[src/rtl/sabc_pkg.sv]
// Package with types and constants of the sprite alpha blitter.
`timescale 1ns / 1ps

package sabc_pkg;

    localparam int CH_W       = 8;
    localparam int ADDR_W     = 22;
    localparam int SCR_REG_W  = 12;
    localparam int SPR_REG_W  = 11;
    localparam int POS_W      = 12;
    localparam int CFG_IDX_W  = 3;
    localparam int CFG_DATA_W = 12;

    localparam int BLEND_SHIFT = 8;
    localparam logic [CH_W-1:0] ALPHA_FULL = 8'd255;
    localparam logic [CH_W-1:0] ALPHA_NONE = 8'd0;

    localparam logic [CFG_IDX_W-1:0] CFG_SCREEN_WIDTH  = 3'd0;
    localparam logic [CFG_IDX_W-1:0] CFG_SCREEN_HEIGHT = 3'd1;
    localparam logic [CFG_IDX_W-1:0] CFG_SPRITE_WIDTH  = 3'd2;
    localparam logic [CFG_IDX_W-1:0] CFG_SPRITE_HEIGHT = 3'd3;
    localparam logic [CFG_IDX_W-1:0] CFG_POS_X         = 3'd4;
    localparam logic [CFG_IDX_W-1:0] CFG_POS_Y         = 3'd5;
    localparam logic [CFG_IDX_W-1:0] CFG_OPAQUE_MODE   = 3'd6;

    localparam logic [SCR_REG_W-1:0] RST_SCREEN_WIDTH  = 12'd1024;
    localparam logic [SCR_REG_W-1:0] RST_SCREEN_HEIGHT = 12'd768;
    localparam logic [SPR_REG_W-1:0] RST_SPRITE_WIDTH  = 11'd64;
    localparam logic [SPR_REG_W-1:0] RST_SPRITE_HEIGHT = 11'd64;

    typedef struct packed {
        logic            first_pixel;
        logic [CH_W-1:0] src_red;
        logic [CH_W-1:0] src_green;
        logic [CH_W-1:0] src_blue;
        logic [CH_W-1:0] src_alpha;
        logic [CH_W-1:0] dst_red;
        logic [CH_W-1:0] dst_green;
        logic [CH_W-1:0] dst_blue;
        logic [CH_W-1:0] dst_alpha;
    } pixel_t;

    typedef struct packed {
        logic              write_enable;
        logic [ADDR_W-1:0] dest_address;
        logic [CH_W-1:0]   out_red;
        logic [CH_W-1:0]   out_green;
        logic [CH_W-1:0]   out_blue;
        logic [CH_W-1:0]   out_alpha;
        logic              last_pixel;
    } result_t;

endpackage

[src/rtl/sprite_alpha_blit_clip_top.sv]
// Streaming sprite blitter with alpha blending and per-pixel screen clipping.
//
// Usage:
//   pixel channel  : one sprite pixel per request, in raster order, with the
//                    destination pixel beneath it; first_pixel restarts the
//                    row and column counters at the top-left corner.
//   result channel : one result per pixel: write enable, framebuffer address
//                    and the four output bytes, plus the last-pixel mark.
//   cfg channel    : register writes by index, always ready; write only while
//                    no pixel is in flight.
// Three register stages lie between pixel request and result valid: placement
// and counters, then the address multiply and blend products, then the final
// add and select. Throughput is one pixel per clock while the receiver takes
// results; each of the three register stages holds one request and moves on
// whenever the stage after it frees up.
// When the receiver stalls, the result register holds and the stages behind
// it fill; pixel_ready drops once all three stages are full.
// Reset empties the pipeline, zeroes the counters and loads the register
// defaults: 1024 x 768 screen, 64 x 64 sprite at 0,0, blend mode.
`timescale 1ns / 1ps

module sprite_alpha_blit_clip_top
    import sabc_pkg::*;
#(
    parameter int MAX_SCREEN_DIM = 2048,
    parameter int MAX_SPRITE_DIM = 1024
) (
    input  logic                  clk,
    input  logic                  rst_n,
    input  logic                  pixel_valid,
    output logic                  pixel_ready,
    input  pixel_t                pixel,
    output logic                  result_valid,
    input  logic                  result_ready,
    output result_t               result,
    input  logic                  cfg_valid,
    output logic                  cfg_ready,
    input  logic [CFG_IDX_W-1:0]  cfg_index,
    input  logic [CFG_DATA_W-1:0] cfg_data
);

    localparam int SCR_DIM_W  = $clog2(MAX_SCREEN_DIM + 1);
    localparam int SPR_DIM_W  = $clog2(MAX_SPRITE_DIM + 1);
    localparam int CNT_W      = $clog2(MAX_SPRITE_DIM);
    localparam int POS_EXT_W  = (POS_W > CNT_W + 1) ? POS_W : CNT_W + 1;
    localparam int SX_W       = POS_EXT_W + 1;
    localparam int PROD_W     = 2 * SCR_DIM_W;
    localparam int ADDR_SUM_W = (PROD_W + 1 > ADDR_W) ? PROD_W + 1 : ADDR_W;
    localparam int BPROD_W    = 2 * CH_W + 2;

    // configuration registers
    logic [SCR_REG_W-1:0]    screen_width_reg;
    logic [SCR_REG_W-1:0]    screen_height_reg;
    logic [SPR_REG_W-1:0]    sprite_width_reg;
    logic [SPR_REG_W-1:0]    sprite_height_reg;
    logic signed [POS_W-1:0] pos_x_reg;
    logic signed [POS_W-1:0] pos_y_reg;
    logic                    opaque_mode_reg;

    // clamped sizes
    logic [SCR_DIM_W-1:0] sw;
    logic [SCR_DIM_W-1:0] sh;
    logic [SPR_DIM_W-1:0] spw;
    logic [SPR_DIM_W-1:0] sph;

    // raster counters
    logic [CNT_W-1:0] col_reg;
    logic [CNT_W-1:0] col_next;
    logic [CNT_W-1:0] row_reg;
    logic [CNT_W-1:0] row_next;
    logic [CNT_W-1:0] col_use;
    logic [CNT_W-1:0] row_use;
    logic [CNT_W:0]   col_inc;
    logic [CNT_W:0]   row_inc;

    logic signed [SX_W-1:0] sx;
    logic signed [SX_W-1:0] sy;
    logic                   visible;
    logic                   last;

    // handshake
    logic pixel_acc;
    logic s1_ready;
    logic s2_ready;
    logic out_ready;

    // stage 1
    logic                 s1_valid_reg;
    pixel_t               s1_pix_reg;
    logic [SCR_DIM_W-1:0] s1_sx_reg;
    logic [SCR_DIM_W-1:0] s1_sy_reg;
    logic                 s1_visible_reg;
    logic                 s1_last_reg;

    // stage 2
    logic                     s2_valid_reg;
    pixel_t                   s2_pix_reg;
    logic [PROD_W-1:0]        s2_addr_prod_reg;
    logic [SCR_DIM_W-1:0]     s2_sx_reg;
    logic                     s2_visible_reg;
    logic                     s2_last_reg;
    logic                     s2_copy_reg;
    logic                     s2_blend_reg;
    logic [CH_W-1:0]          s2_q_red_reg;
    logic [CH_W-1:0]          s2_q_green_reg;
    logic [CH_W-1:0]          s2_q_blue_reg;
    logic signed [BPROD_W-1:0] prod_red;
    logic signed [BPROD_W-1:0] prod_green;
    logic signed [BPROD_W-1:0] prod_blue;
    logic signed [CH_W:0]      alpha_s;
    logic signed [CH_W:0]      diff_red;
    logic signed [CH_W:0]      diff_green;
    logic signed [CH_W:0]      diff_blue;

    // output stage
    logic                  result_valid_reg;
    result_t               result_reg;
    result_t               result_next;
    logic [ADDR_SUM_W-1:0] addr_sum;

    assign cfg_ready = 1'b1;

    always_ff @(posedge clk or negedge rst_n)
    begin
        if (!rst_n)
        begin
            screen_width_reg  <= RST_SCREEN_WIDTH;
            screen_height_reg <= RST_SCREEN_HEIGHT;
            sprite_width_reg  <= RST_SPRITE_WIDTH;
            sprite_height_reg <= RST_SPRITE_HEIGHT;
            pos_x_reg         <= '0;
            pos_y_reg         <= '0;
            opaque_mode_reg   <= 1'b0;
        end
        else if (cfg_valid)
        begin
            unique case (cfg_index)
                CFG_SCREEN_WIDTH:  screen_width_reg  <= cfg_data[SCR_REG_W-1:0];
                CFG_SCREEN_HEIGHT: screen_height_reg <= cfg_data[SCR_REG_W-1:0];
                CFG_SPRITE_WIDTH:  sprite_width_reg  <= cfg_data[SPR_REG_W-1:0];
                CFG_SPRITE_HEIGHT: sprite_height_reg <= cfg_data[SPR_REG_W-1:0];
                CFG_POS_X:         pos_x_reg         <= $signed(cfg_data[POS_W-1:0]);
                CFG_POS_Y:         pos_y_reg         <= $signed(cfg_data[POS_W-1:0]);
                CFG_OPAQUE_MODE:   opaque_mode_reg   <= cfg_data[0];
                default:           ;
            endcase
        end
    end

    always_comb
    begin
        if (screen_width_reg == '0)
            sw = SCR_DIM_W'(1);
        else if (screen_width_reg > MAX_SCREEN_DIM)
            sw = SCR_DIM_W'(MAX_SCREEN_DIM);
        else
            sw = SCR_DIM_W'(screen_width_reg);

        if (screen_height_reg == '0)
            sh = SCR_DIM_W'(1);
        else if (screen_height_reg > MAX_SCREEN_DIM)
            sh = SCR_DIM_W'(MAX_SCREEN_DIM);
        else
            sh = SCR_DIM_W'(screen_height_reg);

        if (sprite_width_reg == '0)
            spw = SPR_DIM_W'(1);
        else if (sprite_width_reg > MAX_SPRITE_DIM)
            spw = SPR_DIM_W'(MAX_SPRITE_DIM);
        else
            spw = SPR_DIM_W'(sprite_width_reg);

        if (sprite_height_reg == '0)
            sph = SPR_DIM_W'(1);
        else if (sprite_height_reg > MAX_SPRITE_DIM)
            sph = SPR_DIM_W'(MAX_SPRITE_DIM);
        else
            sph = SPR_DIM_W'(sprite_height_reg);
    end

    assign out_ready   = !result_valid_reg || result_ready;
    assign s2_ready    = !s2_valid_reg || out_ready;
    assign s1_ready    = !s1_valid_reg || s2_ready;
    assign pixel_ready = s1_ready;
    assign pixel_acc   = pixel_valid && s1_ready;

    // placement and counter advance
    always_comb
    begin
        col_use = pixel.first_pixel ? '0 : col_reg;
        row_use = pixel.first_pixel ? '0 : row_reg;

        sx = $signed(SX_W'(pos_x_reg)) + $signed(SX_W'(col_use));
        sy = $signed(SX_W'(pos_y_reg)) + $signed(SX_W'(row_use));
        visible = !sx[SX_W-1] && !sy[SX_W-1]
                  && ($unsigned(sx) < sw) && ($unsigned(sy) < sh);
        last = (col_use == spw - 1'b1) && (row_use == sph - 1'b1);

        col_inc = {1'b0, col_use} + 1'b1;
        row_inc = {1'b0, row_use} + 1'b1;
        if (col_inc >= spw)
        begin
            col_next = '0;
            if (row_inc >= sph)
                row_next = '0;
            else
                row_next = CNT_W'(row_inc);
        end
        else
        begin
            col_next = CNT_W'(col_inc);
            if (row_use >= sph)
                row_next = '0;
            else
                row_next = row_use;
        end
    end

    always_ff @(posedge clk or negedge rst_n)
    begin
        if (!rst_n)
        begin
            col_reg          <= '0;
            row_reg          <= '0;
            s1_valid_reg     <= 1'b0;
            s2_valid_reg     <= 1'b0;
            result_valid_reg <= 1'b0;
        end
        else
        begin
            if (pixel_acc)
            begin
                col_reg <= col_next;
                row_reg <= row_next;
            end
            if (s1_ready)
                s1_valid_reg <= pixel_valid;
            if (s2_ready)
                s2_valid_reg <= s1_valid_reg;
            if (out_ready)
                result_valid_reg <= s2_valid_reg;
        end
    end

    // blend products
    always_comb
    begin
        alpha_s    = $signed({1'b0, s1_pix_reg.src_alpha});
        diff_red   = $signed({1'b0, s1_pix_reg.src_red})   - $signed({1'b0, s1_pix_reg.dst_red});
        diff_green = $signed({1'b0, s1_pix_reg.src_green}) - $signed({1'b0, s1_pix_reg.dst_green});
        diff_blue  = $signed({1'b0, s1_pix_reg.src_blue})  - $signed({1'b0, s1_pix_reg.dst_blue});
        prod_red   = BPROD_W'(alpha_s) * BPROD_W'(diff_red);
        prod_green = BPROD_W'(alpha_s) * BPROD_W'(diff_green);
        prod_blue  = BPROD_W'(alpha_s) * BPROD_W'(diff_blue);
    end

    always_ff @(posedge clk)
    begin
        if (pixel_acc)
        begin
            s1_pix_reg     <= pixel;
            s1_sx_reg      <= SCR_DIM_W'(sx);
            s1_sy_reg      <= SCR_DIM_W'(sy);
            s1_visible_reg <= visible;
            s1_last_reg    <= last;
        end
        if (s1_valid_reg && s2_ready)
        begin
            s2_pix_reg       <= s1_pix_reg;
            s2_addr_prod_reg <= PROD_W'(s1_sy_reg) * PROD_W'(sw);
            s2_sx_reg        <= s1_sx_reg;
            s2_visible_reg   <= s1_visible_reg;
            s2_last_reg      <= s1_last_reg;
            s2_copy_reg      <= opaque_mode_reg || (s1_pix_reg.src_alpha == ALPHA_FULL);
            s2_blend_reg     <= s1_pix_reg.src_alpha != ALPHA_NONE;
            // low byte of the arithmetic shift is all the 8-bit sum needs
            s2_q_red_reg     <= prod_red[BLEND_SHIFT+CH_W-1:BLEND_SHIFT];
            s2_q_green_reg   <= prod_green[BLEND_SHIFT+CH_W-1:BLEND_SHIFT];
            s2_q_blue_reg    <= prod_blue[BLEND_SHIFT+CH_W-1:BLEND_SHIFT];
        end
        if (s2_valid_reg && out_ready)
            result_reg <= result_next;
    end

    // final add and select
    always_comb
    begin
        addr_sum = ADDR_SUM_W'(s2_addr_prod_reg) + ADDR_SUM_W'(s2_sx_reg);

        result_next              = '0;
        result_next.last_pixel   = s2_last_reg;
        result_next.write_enable = s2_visible_reg && (s2_copy_reg || s2_blend_reg);
        if (s2_visible_reg)
            result_next.dest_address = addr_sum[ADDR_W-1:0];
        if (s2_visible_reg && s2_copy_reg)
        begin
            result_next.out_red   = s2_pix_reg.src_red;
            result_next.out_green = s2_pix_reg.src_green;
            result_next.out_blue  = s2_pix_reg.src_blue;
            result_next.out_alpha = s2_pix_reg.src_alpha;
        end
        else if (s2_visible_reg && s2_blend_reg)
        begin
            result_next.out_red   = s2_pix_reg.dst_red   + s2_q_red_reg;
            result_next.out_green = s2_pix_reg.dst_green + s2_q_green_reg;
            result_next.out_blue  = s2_pix_reg.dst_blue  + s2_q_blue_reg;
            result_next.out_alpha = s2_pix_reg.dst_alpha;
        end
    end

    assign result_valid = result_valid_reg;
    assign result       = result_reg;

endmodule

[config.mk]
export PLATFORM = sky130hd
export DESIGN_NAME = sprite_alpha_blit_clip_top
export DESIGN_NICKNAME = d
export VERILOG_FILES = /design/src/rtl/sabc_pkg.sv /design/src/rtl/sprite_alpha_blit_clip_top.sv
export SDC_FILE = /design/constraint.sdc
export NUM_CORES = 1
export LEC_CHECK = 0
export ABC_AREA = 0
export BUFFER_PORTS_ARGS = -buffer_cell sky130_fd_sc_hd__buf_2
export CORE_MARGIN = 8
export CORE_UTILIZATION = 50
export CTS_CLUSTER_DIAMETER = 100
export DETAILED_ROUTE_END_ITERATION = 10
export GPL_TIMING_DRIVEN = 0
export PLACE_DENSITY = 0.76
export SYNTH_ARGS = -nofsm -noshare
export SYNTH_HDL_FRONTEND = slang
export SYNTH_SLANG_ARGS = --single-unit
[constraint.sdc]
create_clock -name clk -period 18.3 [get_ports clk]
set_clock_uncertainty 0.15 [all_clocks]
set_input_delay 2.745 -clock clk [delete_from_list [all_inputs] [get_ports clk]]
set_output_delay 2.745 -clock clk [all_outputs]
set_load 0.005 [all_outputs]
Word-level counts from Yosys, hierarchy flattened
Index checks and enable logic that the tools add are counted.
{"block": "totals", "ram_bits": 0, "latchBits": 0, "out_inout_bits": 59, "memories": 0, "in_bits": 85, "regBits": 366, "mem_bits_ro": 0}
{"block": "op_classes", "n_lt_le_gt_ge": 9, "n_bitwise": 0, "shifts": 0, "mul": 4, "reduce_logical": 33, "addsub": 13, "eq_ne": 9, "n_mux": 16, "div_mod_pow": 0}
{"operator": "$mux 32", "n": 2}
{"operator": "$mux 10", "n": 6}
{"operator": "$mul 9x9->16", "n": 3}
{"operator": "$mux 12", "n": 4}
{"operator": "$mux 11", "n": 4}
{"operator": "$sub 8x8->9", "n": 3}
{"operator": "$add 12x11->13", "n": 2}
{"operator": "$lt 13x12->1", "n": 2}
{"operator": "$add 8x8->8", "n": 3}
{"operator": "$gt 12x12->1 const B", "n": 2}
{"operator": "$logic_not 12->1", "n": 2}
{"operator": "$add 10x1->11 const B", "n": 2}
{"operator": "$add 22x12->22", "n": 1}
{"operator": "$eq 10x11->1", "n": 2}
{"operator": "$ge 11x11->1", "n": 2}
{"operator": "$gt 11x11->1 const B", "n": 2}
{"operator": "$logic_not 11->1", "n": 2}
{"operator": "$mul 12x12->22", "n": 1}
{"operator": "$sub 11x1->11 const B", "n": 2}
{"operator": "$reduce_and 2->1", "n": 7}
{"operator": "$ge 10x11->1", "n": 1}
{"operator": "$logic_and 1x1->1", "n": 10}
{"operator": "$eq 3x3->1 const B", "n": 3}
{"operator": "$eq 8x8->1 const B", "n": 1}
{"operator": "6 further kinds", "n": 15}

Longest topological paths before layout
{"block": "depth", "depth_word": 6, "depth_mapped": 27, "mapped_depth_nobuf": 27}

Worst setup path before layout
Ideal clock, no wire load.
{"block": "synth_timing", "path_kind": "input to register", "from": "input pixel[64] (netlist name)", "to": "register s1_visible_reg (data pin)", "setup_ns": 0.180, "stages": 20, "path_buffers": 3, "slack_ns": 11.666, "t_required_ns": 17.970, "t_arrival_ns": 6.304, "path_cell_list": "clkbuf_1 > clkbuf_1 > buf_1 > nand2b_1 > inv_1 > ha_1 > fa_1 > a21oi_1 > nor2b_1 > o31a_1 > o211ai_1 > a21oi_1 > nor2_1 > xnor2_1 > ha_1 > a21oi_1 > o22ai_1 > nor4_1 > nand3_1 > a221oi_1"}
{"item": "from (decl)", "line_no": "sprite_alpha_blit_clip_top.sv:32", "source": "input pixel_t pixel,"}
{"item": "$mux 10", "line_no": "sprite_alpha_blit_clip_top.sv:191", "source": "row_use = pixel.first_pixel ? '0 : row_reg;"}
{"item": "$add 12x11->13", "line_no": "sprite_alpha_blit_clip_top.sv:194", "source": "sy = $signed(SX_W'(pos_y_reg)) + $signed(SX_W'(row_use));"}
{"item": "net sy[10]", "line_no": "sprite_alpha_blit_clip_top.sv:77", "source": "logic signed [SX_W-1:0] sy;"}
{"item": "$lt 13x12->1", "line_no": "sprite_alpha_blit_clip_top.sv:196", "source": "&& ($unsigned(sx) < sw) && ($unsigned(sy) < sh);"}
{"item": "$logic_and 1x1->1", "line_no": "sprite_alpha_blit_clip_top.sv:196"}
{"item": "net visible", "line_no": "sprite_alpha_blit_clip_top.sv:78", "source": "logic visible;"}
{"item": "to (signal assigned)", "line_no": "sprite_alpha_blit_clip_top.sv:264", "source": "s1_visible_reg <= visible;"}
{"item": "to (decl)", "line_no": "sprite_alpha_blit_clip_top.sv:92", "source": "logic s1_visible_reg;"}
The timed path passes the listed nets, and every way through them passes these cells.
A chain may end at the register's enable or synchronous reset.

Worst setup path in the final report
Ends and elaborated chain as after synthesis.

==> impl_metrics.tcl <==
set metrics [dict create \
    synth_warnings 0 \
    grt-ovfl-total 0 \
    irDropWorstVdd_uv 142.8 \
    coreArea_um2 58570 \
    grtUsageTotal_pct 19.88 \
    ant_nets 0 \
    synth.avg_cell_area_um2 10.63 \
    status "finished clean" \
    via_count 20200 \
    path_class "in -> reg" \
    post_dp_cell_area_um2 31130 \
    largest_register_ffs 64 \
    grtUsageMet1_pct 23.83 \
    yosysUniqueCellTypes 82 \
    rsz0062_at_grt "no" \
    netlist_area_um2 29360 \
    synth.ff_latch_count 366 \
    fillCellCount 5046 \
    crit_path_max_incr_delay_ps 460 \
    synth_top_area_share_pct 27.82 \
    hold_path.class "reg -> reg" \
    synth_common_cells "inv_1, ha_1, nand2_1, edfxtp_1, fa_1" \
    yosys.area_share.simple_pct 14.01 \
    synth_compound_area_share_pct 7.557 \
    routed_wl_mm 65.53 \
    grt.busiest_layer "met2" \
    first_pass_iters 5 \
    fin_setup_tns_ps 0 \
    finalCriticalPeriod_ps 7436 \
    ys_seq_area_share_pct 35.86 \
    use_met3_pct 2.782 \
    slew_viol_final 0 \
    cts_tree "built" \
    maxCapViolCount 0 \
    path_max_fanout 10 \
    syn-num-nets 3386 \
    clkTransAtPathRegs_ps 60 \
    insertion_delay_ps 590 \
    fp.dieH_um 258.3 \
    p_per_area_nw_per_um2 173.1 \
    gp_congestion 0.8678 \
    grt_pass1_vias 21390 \
    synth.most_common_cell "inv_1" \
    synthCells 2762 \
    async_flop_share_pct 25.68 \
    design.die.area_um2 66720 \
    yosysTopAreaCell "edfxtp_1" \
    place.detailed.hpwl_mm 50.37 \
    drc 0 \
    areaGrowthSynthToFinish_pct 11.04 \
    synth.area.top_cells "edfxtp_1, fa_1, ha_1" \
    nNetsFinal 3576 \
    endpoint_kind "register" \
    worst_pin_slew_ps 946.5 \
    synth_edf_count 272 \
    initial_core_util_pct 50.12 \
    synth_top_family_by_area "adder cells" \
    final_area_um2 32600 \
    fmax_mhz 134.5 \
    post-cts-setup-buffers 0 \
    die_w_um 258.3 \
    gr-usage-met2_pct 36.03 \
    setup_viol 0 \
    slew_headroom_pct 36.66 \
    crit_chain "buf_2 > clkbuf_1 > clkbuf_1 > buf_1 > nand2b_1 > inv_1 > ha_1 > fa_1 > a21oi_1 > nor2b_1 > o31a_1 > o211ai_1 > a21oi_1 > nor2_1 > xnor2_1 > ha_1 > a21oi_1 > o22ai_1 > nor4_1 > nand3_1 > a221oi_1" \
    post_synth_fa_ha_maj_area_fraction_pct 28.96 \
    cts-resized-gates 0 \
    register_area_um2 10530 \
    crit_required_ps 18490 \
    hold_viol 0 \
    portBuffers 142 \
    drive_gt1_share_pct 10.55 \
    drt_iter0_markers 1050 \
    fin_ws_ps 10860 \
    start_kind "input pin" \
    synth_ff_type "edfxtp_1" \
    pre_cts_slack_ps 10340 \
    crit_top_cell "a21oi_1" \
    crit_slowest_cell "clkbuf_1" \
    antenna_found_initial 0 \
    routed_via_density 5.375 \
    cp.arrival_ps 7620 \
    io_pins 144 \
    finalCritPeriodShare_pct 40.63 \
    cts.sinks 366 \
    grt_max_degree 65 \
    cts_buffer_depth 3 \
    htree_levels 2 \
    grt_pass1_wl_mm 108.0 \
    multi_input_area_um2 17000 \
    holdWs_ps 261.9 \
    cts-root-buf "clkbuf_16" \
    synth.area.mux_share_pct 2.677 \
    power_leakage_nw 14.97 \
    postCtsHoldBufs 0 \
    antenna_cells 0 \
    numCtsBuffers 43 \
    avgRoutedWirePerCell_um 17.43 \
    synth_xor_area_share_pct 4.684 \
    row_count 89 \
]
metrics by stage:
step	std cells	power, mW	util [%]
2_1_floorplan	2762	4.007	-
3_3_place_gp	3677	4.676	52.98
3_5_place_dp	3680	4.755	53.14
4_1_cts	3759	5.703	55.65
5_1_grt	3759	6.256	55.65
6_report	3759	5.643	55.65
layout make-up:
| cell class | count | share of cell area (%) |
|---|---|---|
| Inverter | 406 | 4.683 |
| Clock buffer | 55 | 3.662 |
| Multi-Input combinational cell | 1910 | 52.16 |
| Tap cell | 773 | 2.967 |
| Buffer | 80 | 0.9481 |
| Timing Repair Buffer | 145 | 2.441 |
| Sequential cell | 366 | 32.29 |
| Clock inverter | 24 | 0.8483 |
metal layers:
| layer | part of all wire [%] | wire, µm |
|---|---|---|
| met1 | 41 | 26670 |
| met3 | 4.5 | 2931 |
| met4 | 3.4 | 2246 |
| met2 | 51 | 33690 |
| met5 | 0 | 0 |
kinds of logic after synthesis:
kind of cell,Yosys count
and+or+nand+nor,818
adders and majority gates,539
buffers and inverters,486
DFF,366
AOI/OAI and AO/OA,325
xor gates and xnor gates,157
muxes,70
other,1
worst max-delay path: cells and delay by family:
family / cells / cell delay [ps]
AOI/OAI and AO/OA: 7 / 1450
adders and majority gates: 3 / 960
buffers and inverters: 5 / 1530
xor gates and xnor gates: 1 / 190
and+or+nand+nor: 5 / 740
layout by cell type, fill, tap and decap left out, types with 8 or more instances in the layout:
| cell | n |
|---|---|
| a21o_1 | 31 |
| a21oi_1 | 84 |
| a22o_1 | 39 |
| a31oi_1 | 9 |
| and2_1 | 138 |
| and3_1 | 22 |
| buf_2 | 142 |
| clkbuf_1 | 82 |
| clkbuf_16 | 45 |
| dfrtp_1 | 89 |
| edfxtp_1 | 272 |
| fa_1 | 234 |
| ha_1 | 305 |
| inv_1 | 401 |
| mux2_2 | 68 |
| nand2_1 | 279 |
| nand2b_1 | 55 |
| nand3_1 | 49 |
| nand4_1 | 8 |
| nor2_1 | 120 |
| nor2b_1 | 44 |
| nor3_1 | 41 |
| nor4_1 | 14 |
| o211ai_1 | 10 |
| o21a_1 | 17 |
| o21ai_0 | 47 |
| o21ai_1 | 19 |
| o31ai_1 | 11 |
| or3_1 | 9 |
| or4_1 | 8 |
| xnor2_1 | 103 |
| xor2_1 | 54 |
worst paths after layout:
check	startpoint	endpoint	slack (ps)	depth (start not counted)
min in group asynchronous	rst_n	screen_height_reg[7]$_DFFE_PN0P_	2030	1
max in group asynchronous	rst_n	sprite_height_reg[6]$_DFFE_PN1P_	15270	2
min reg2reg	s2_last_reg$_DFFE_PP_	result[0]$_DFFE_PP_	260	0
max	pixel[64]	s1_visible_reg$_DFFE_PP_	10860	21
min	s2_last_reg$_DFFE_PP_	result[0]$_DFFE_PP_	260	0
max reg2reg	s1_pix_reg[48]$_DFFE_PP_	s2_q_green_reg[7]$_DFFE_PP_	10990	24
where the power goes:
group,internal [mW],switching [mW],leakage (nW)
Combinational,1.53,1.89,10.4
Sequential,1.24,0.0927,3.80
Clock,0.535,0.355,0.723
(Power assumes the default switching activity.)
